## config.mk

```make
export PLATFORM = sky130hd
export DESIGN_NAME = sorted_priority_queue_insert_core
export DESIGN_NICKNAME = d
export VERILOG_FILES = /design/src/rtl/spq_pkg.sv /design/src/rtl/sorted_priority_queue_insert_core.sv /design/src/rtl/spq_mem.sv
export SDC_FILE = /design/constraint.sdc
export NUM_CORES = 2
export LEC_CHECK = 0
export CAP_MARGIN = 20
export CORE_MARGIN = 3
export CORE_UTILIZATION = 25
export CTS_CLUSTER_DIAMETER = 200
export DETAILED_ROUTE_END_ITERATION = 8
export DONT_BUFFER_PORTS = 1
export SLEW_MARGIN = 20
export SYNTH_ARGS = -nofsm -noshare
export SYNTH_HDL_FRONTEND = slang
export SYNTH_SLANG_ARGS = --single-unit
```

## constraint.sdc

```tcl
create_clock -name clk -period 8 [get_ports clk]
set_input_delay 0.8 -clock clk [delete_from_list [all_inputs] [get_ports clk]]
set_output_delay 0.8 -clock clk [all_outputs]
set_load 0.02 [all_outputs]
```

## src/rtl/spq_pkg.sv

```systemverilog
// Shared types and codes for the sorted priority queue insert core.
`default_nettype none
package spq_pkg;

	localparam int DATA_W       = 32;
	localparam int CAPACITY_DEF = 16;

	localparam logic MODE_INSERT = 1'b0;
	localparam logic MODE_DUMP   = 1'b1;

	localparam logic [1:0] ST_INSERTED = 2'd0;
	localparam logic [1:0] ST_FULL     = 2'd1;
	localparam logic [1:0] ST_ENTRY    = 2'd2;
	localparam logic [1:0] ST_EMPTY    = 2'd3;

	typedef struct packed {
		logic                     mode;
		logic signed [DATA_W-1:0] item_value;
		logic signed [DATA_W-1:0] item_priority;
	} cmd_t;

	typedef struct packed {
		logic [1:0]               status;
		logic signed [DATA_W-1:0] out_value;
		logic signed [DATA_W-1:0] out_priority;
		logic                     last;
	} result_t;

	typedef struct packed {
		logic signed [DATA_W-1:0] value;
		logic signed [DATA_W-1:0] prio;
	} entry_t;

endpackage
`default_nettype wire

```

## src/rtl/sorted_priority_queue_insert_core.sv

```systemverilog
// Sorted priority queue top level: request sequencer around the entry store.
//
// Holds up to CAPACITY (value, priority) entries in ascending priority order in a
// single memory with registered read data; equal priorities leave first in, first
// out. A request is taken when start is high and busy is low. An insert walks the
// store from the back, moving each larger entry up one slot per cycle, and gives one
// result; an insert into an empty store writes its entry without a walk, and a full
// store drops it with a full status. A dump reads one entry per cycle and gives n
// results (one empty status if n is zero). Each result is shown for exactly one
// cycle with strobe high; the receiver cannot stall it.
`default_nettype none
module sorted_priority_queue_insert_core #(
	parameter int CAPACITY = spq_pkg::CAPACITY_DEF
) (
	input  wire logic             clk,
	input  wire logic             arst_n,
	input  wire logic             start,
	output logic                  busy,
	input  wire spq_pkg::cmd_t    cmd,
	output logic                  strobe,
	output spq_pkg::result_t      result
);
	import spq_pkg::*;

	localparam int AW = (CAPACITY > 1) ? $clog2(CAPACITY) : 1;
	localparam int CW = $clog2(CAPACITY + 1);
	localparam logic [CW-1:0] CAP_W = CW'(CAPACITY);

	localparam logic [1:0] S_IDLE = 2'd0;
	localparam logic [1:0] S_INS  = 2'd1;
	localparam logic [1:0] S_PUT  = 2'd2;
	localparam logic [1:0] S_DUMP = 2'd3;

	logic [1:0]    state_q, state_d;
	logic [CW-1:0] count_q, count_d;
	logic [AW-1:0] addr_q, addr_d;
	entry_t        new_q, new_d;
	logic          strobe_q, strobe_d;
	result_t       result_q, result_d;

	logic          we, re;
	logic [AW-1:0] waddr, raddr;
	entry_t        wdata, rdata;
	logic [CW-1:0] count_m1;
	logic          is_last;

	spq_mem #(
		.DEPTH(CAPACITY),
		.AW   (AW)
	) u_mem (
		.clk  (clk),
		.we   (we),
		.waddr(waddr),
		.wdata(wdata),
		.re   (re),
		.raddr(raddr),
		.rdata(rdata)
	);

	assign count_m1 = count_q - CW'(1);
	assign is_last  = (CW'(addr_q) == count_m1);

	always_comb begin
		state_d  = state_q;
		count_d  = count_q;
		addr_d   = addr_q;
		new_d    = new_q;
		we       = 1'b0;
		waddr    = '0;
		wdata    = new_q;
		re       = 1'b0;
		raddr    = '0;
		strobe_d = 1'b0;
		result_d = '0;
		unique case (state_q)
			S_IDLE: begin
				if (start) begin
					new_d.value = cmd.item_value;
					new_d.prio  = cmd.item_priority;
					if (cmd.mode == MODE_INSERT) begin
						if (count_q == CAP_W) begin
							strobe_d        = 1'b1;
							result_d.status = ST_FULL;
							result_d.last   = 1'b1;
						end else if (count_q == '0) begin
							we              = 1'b1;
							wdata.value     = cmd.item_value;
							wdata.prio      = cmd.item_priority;
							count_d         = count_q + CW'(1);
							strobe_d        = 1'b1;
							result_d.status = ST_INSERTED;
							result_d.last   = 1'b1;
						end else begin
							re      = 1'b1;
							raddr   = count_m1[AW-1:0];
							addr_d  = count_m1[AW-1:0];
							state_d = S_INS;
						end
					end else begin
						if (count_q == '0) begin
							strobe_d        = 1'b1;
							result_d.status = ST_EMPTY;
							result_d.last   = 1'b1;
						end else begin
							re      = 1'b1;
							addr_d  = '0;
							state_d = S_DUMP;
						end
					end
				end
			end
			S_INS: begin
				we    = 1'b1;
				waddr = addr_q + AW'(1);
				if (rdata.prio > new_q.prio) begin
					wdata = rdata;
					if (addr_q == '0) begin
						state_d = S_PUT;
					end else begin
						re     = 1'b1;
						raddr  = addr_q - AW'(1);
						addr_d = addr_q - AW'(1);
					end
				end else begin
					count_d         = count_q + CW'(1);
					strobe_d        = 1'b1;
					result_d.status = ST_INSERTED;
					result_d.last   = 1'b1;
					state_d         = S_IDLE;
				end
			end
			S_PUT: begin
				we              = 1'b1;
				count_d         = count_q + CW'(1);
				strobe_d        = 1'b1;
				result_d.status = ST_INSERTED;
				result_d.last   = 1'b1;
				state_d         = S_IDLE;
			end
			S_DUMP: begin
				strobe_d              = 1'b1;
				result_d.status       = ST_ENTRY;
				result_d.out_value    = rdata.value;
				result_d.out_priority = rdata.prio;
				result_d.last         = is_last;
				if (is_last) begin
					state_d = S_IDLE;
				end else begin
					re     = 1'b1;
					raddr  = addr_q + AW'(1);
					addr_d = addr_q + AW'(1);
				end
			end
		endcase
	end

	always_ff @(posedge clk or negedge arst_n) begin
		if (!arst_n) begin
			state_q  <= S_IDLE;
			count_q  <= '0;
			addr_q   <= '0;
			strobe_q <= 1'b0;
		end else begin
			state_q  <= state_d;
			count_q  <= count_d;
			addr_q   <= addr_d;
			strobe_q <= strobe_d;
		end
	end

	always_ff @(posedge clk) begin
		new_q    <= new_d;
		result_q <= result_d;
	end

	assign busy   = (state_q != S_IDLE);
	assign strobe = strobe_q;
	assign result = result_q;

`ifndef SYNTHESIS
	a_count_bound: assert property (@(posedge clk) disable iff (!arst_n)
		count_q <= CAP_W)
		else $error("entry count above capacity");

	a_full_drop: assert property (@(posedge clk) disable iff (!arst_n)
		(strobe_q && result_q.status == ST_FULL) |-> (count_q == CAP_W))
		else $error("full status with free slots");

	a_insert_count: assert property (@(posedge clk) disable iff (!arst_n)
		(strobe_q && result_q.status == ST_INSERTED) |->
			(count_q == $past(count_q) + CW'(1)))
		else $error("insert did not grow count by one");

	a_dump_idle: assert property (@(posedge clk) disable iff (!arst_n)
		(state_q == S_DUMP) |=> (strobe_q && result_q.status == ST_ENTRY))
		else $error("dump cycle without entry result");
`endif

endmodule
`default_nettype wire

```

## src/rtl/spq_mem.sv

```systemverilog
// Entry store: one write port, one read port with registered read data.
`default_nettype none
module spq_mem #(
	parameter int DEPTH = spq_pkg::CAPACITY_DEF,
	parameter int AW    = 4
) (
	input  wire logic            clk,
	input  wire logic            we,
	input  wire logic [AW-1:0]   waddr,
	input  wire spq_pkg::entry_t wdata,
	input  wire logic            re,
	input  wire logic [AW-1:0]   raddr,
	output spq_pkg::entry_t      rdata
);
	import spq_pkg::*;

	entry_t mem [DEPTH];
	entry_t rdata_q;

	always_ff @(posedge clk) begin
		if (we) begin
			mem[waddr] <= wdata;
		end
	end

	always_ff @(posedge clk) begin
		if (re) begin
			rdata_q <= mem[raddr];
		end
	end

	assign rdata = rdata_q;

endmodule
`default_nettype wire

```

==> flow_summary.toml <==
[run_status]
status = "finished clean"

[floorplanning]
ioPinCount = 137
die_area_um2 = 200000
rows = 161
die_h_um = 447
die_width_um = 447
core-area_um2 = 193000
start_util_pct = 25.2

[cells_and_area]
area_growth_pct = 13.5
regArea_um2 = 36200
final_area_um2 = 55200
final_nets = 3440
multi_input_area_um2 = 11200
nFillCells = 19210
drive_above_1_share_pct = 8.47

[placed_design]
gp_congestion = 0.806
placed_cell_area_um2 = 51600
port_buffers = 0
dp_hpwl_um = 73200

[sta]
slew_headroom_pct = 28.9
finalCriticalPeriod_ns = 5.27
setup_viol_count_final = 0
fmax_ghz = 0.190
hold_violations = 0
slew_viol_final = 0
fin_crit_sh_pct = 65.9
rsz0062_at_grt = "false"
finClkSkew_ns = 0.0235
tns_ns = 0
worst_pin_slew_ns = 1.06

[synthesis]
synth_edf_count = 1152
synth_seq_area_share_pct = 74.5
synth-async-reset-ratio_pct = 0.975
synth_area_leaders = "edfxtp_1, o221ai_1, nand2_1, nand3_1, dfxtp_1"
yosys-top-cells-count = "edfxtp_1, nand2_1, nand3_1, o221ai_1, clkbuf_1"
ys.flop_type = "edfxtp_1"
syn_inst = 3395
synth_most_common_cell = "edfxtp_1"
synthesis.area_um2 = 48600
yosys.area.top_type = "edfxtp_1"
syn_nets = 3505
synth_top_cell_area_share_pct = 71.1
ys_types = 63
avgSynthCellArea_um2 = 14.3
yosysWarnings = 0
synth_seq_cells = 1231

[power]
fin_total_pwr_mw = 24.1
p_per_area_nw_per_um2 = 436
power_leakage_nw = 18.3
irDropWorstVdd_mv = 0.786

[routing]
wl_per_cell_um = 23.3
routed_wl_um = 139000
vias = 29488
drt-pass1-iter-count = 8
drt-vias-per-instance = 4.94
dr.first_iter.drc_count = 3484
drc = 0
ant_nets = 0

[global_route]
grt_max_degree = 171
antenna_found_initial = 13
track_usage_pct = 13.5
grt_overflow = 0
grt_pass1_wl_um = 201000
first_global_vias = 28820

[cts]
cts_resized = 0
cts_tree = "yes"
clkTransAtPathRegs_ns = 0.07
cts_setup_buffers = 0
cts_root_buf = "clkbuf_16"
clock_sinks = 1231
cts.path.max_buffers = 3
h-tree-depth = 3
numCtsBuffers = 107
clkLatencyLatePin_ns = 0.72

[setup_path]
cp-end-kind = "flop"
cpMaxStageDelayCell = "nor4_2"
path_class = "reg2reg"
crit_chain = "ha_1 -> nand4_1 -> nor4_2 -> o31a_1 -> o2111ai_1 -> a211o_1 -> nand2_8 -> buf_4 -> o221ai_1 -> and3_1 -> a2bb2oi_1"
cpPeakStageDelay_ns = 0.72
crit_arrival_ns = 5.82
start_kind = "flop"
crit_fanout = 130
r2r_cells = 11
required_ns = 8.55

[worst_hold_path]
min_path_cells = 0
hp-class = "in2reg"

[flow_run]
max_cap_viol_count = 0
-- repair_timing --
action,CTS,global route
endpoints found under the setup margin,0,0
hold endpoints to repair,12,0
hold buffers,1,0
-- layout make-up --
type,count,share of cell area [%]
flip-flops and latches,1231,65.6
diodes,25,0.113
well taps,2526,5.72
clock inverters,65,1.09
clock buffers,136,5.24
multi-input cells,1809,20.3
repair buffers,66,1.13
inverters,115,0.786
-- worst paths after layout --
check | startpoint | end | slack (ns)
setup / recovery | u_mem.rdata[31] | u_mem.rdata[48] | 2.73
hold / removal | cmd[51] | new_q[51] | 0.17
setup reg to reg | u_mem.rdata[31] | u_mem.rdata[48] | 2.73
hold reg to reg | u_mem.rdata[54] | result[55] | 0.49
max in group asynchronous | arst_n | state_q[1] | 7.10
min in group asynchronous | arst_n | count_q[4] | 0.52
-- power by group --
part	internal, mW	leakage (nW)	switching (mW)
clock	2.88	1.70	2.32
sequential	9.62	11.1	0.503
combinational	2.44	5.48	6.33
-- cell families after synthesis --
| family | after synthesis | synth area share (%) |
|---|---|---|
| buffers and inverters | 355 | 3.00 |
| flip-flops | 1231 | 74.5 |
| AND/OR/NAND/NOR | 1220 | 11.7 |
| XOR/XNOR | 17 | 0.337 |
| adder cells (fa/ha/maj) | 42 | 1.08 |
| multiplexers | 38 | 0.872 |
| AO/OA/AOI/OAI | 492 | 8.53 |
-- flip-flops by register name, indices dropped and copies added (netlist names) --
register	flops
u_mem.mem	1024
state_q	2
count_q	5
strobe	1
result	67
new_q	64
addr_q	4
u_mem.rdata	64
-- layer usage --
| layer | part of all wire (%) | GRT usage (%) | vias to the layer above |
|---|---|---|---|
| met1 | 39 | 16.3 | 15043 |
| met4 | 3.6 | 5.46 | 0 |
| met2 | 51 | 23.8 | 1206 |
| met3 | 6.8 | 2.19 | 214 |
| met5 | 0 | 0 | - |
| li1 | - | - | 13025 |
-- critical path: cells and delay by family, from the launching register on --
family	cells	cell delay, ns
adder cells (fa/ha/maj)	1	0.56
flip-flops	1	0.42
buffers and inverters	1	0.51
AO/OA/AOI/OAI	5	1.44
AND/OR/NAND/NOR	4	2.01
-- placed cells by master, fill, tap and decap left out, types with 12 or more instances in the layout --
master        n
diode_2      25
clkinv_1     28
clkbuf_16   110
and2_1       65
edfxtp_1   1152
o21ai_0      31
mux2_2       35
clkbuf_1     22
and3_1      127
a2bb2oi_1    64
nand2_1     560
o221ai_1    252
dfxtp_1      67
ha_1         40
a222oi_1     63
nand3_1     387
buf_4        55
a21oi_1      18
nand4_1      12
inv_1       112
dfrtp_1      12
clkinv_2     18
nor2_1       18
nor2_4       13
-- metrics by stage --
stage | instances | worst slack [ns] | utilization (%) | hold slack (ns)
finish | 5973 | 2.73 | 28.6 | 0.174
global route | 5967 | 2.55 | 28.6 | 0.134
CTS | 5948 | 2.39 | 28.6 | 0.115
detailed placement | 5746 | 2.42 | 26.8 | 0.484
global placement | 5746 | 2.47 | 26.8 | 0.479
floorplan | 3395 | 1.02 | - | 0.447
Note: power is estimated with default switching activity, not from simulation.
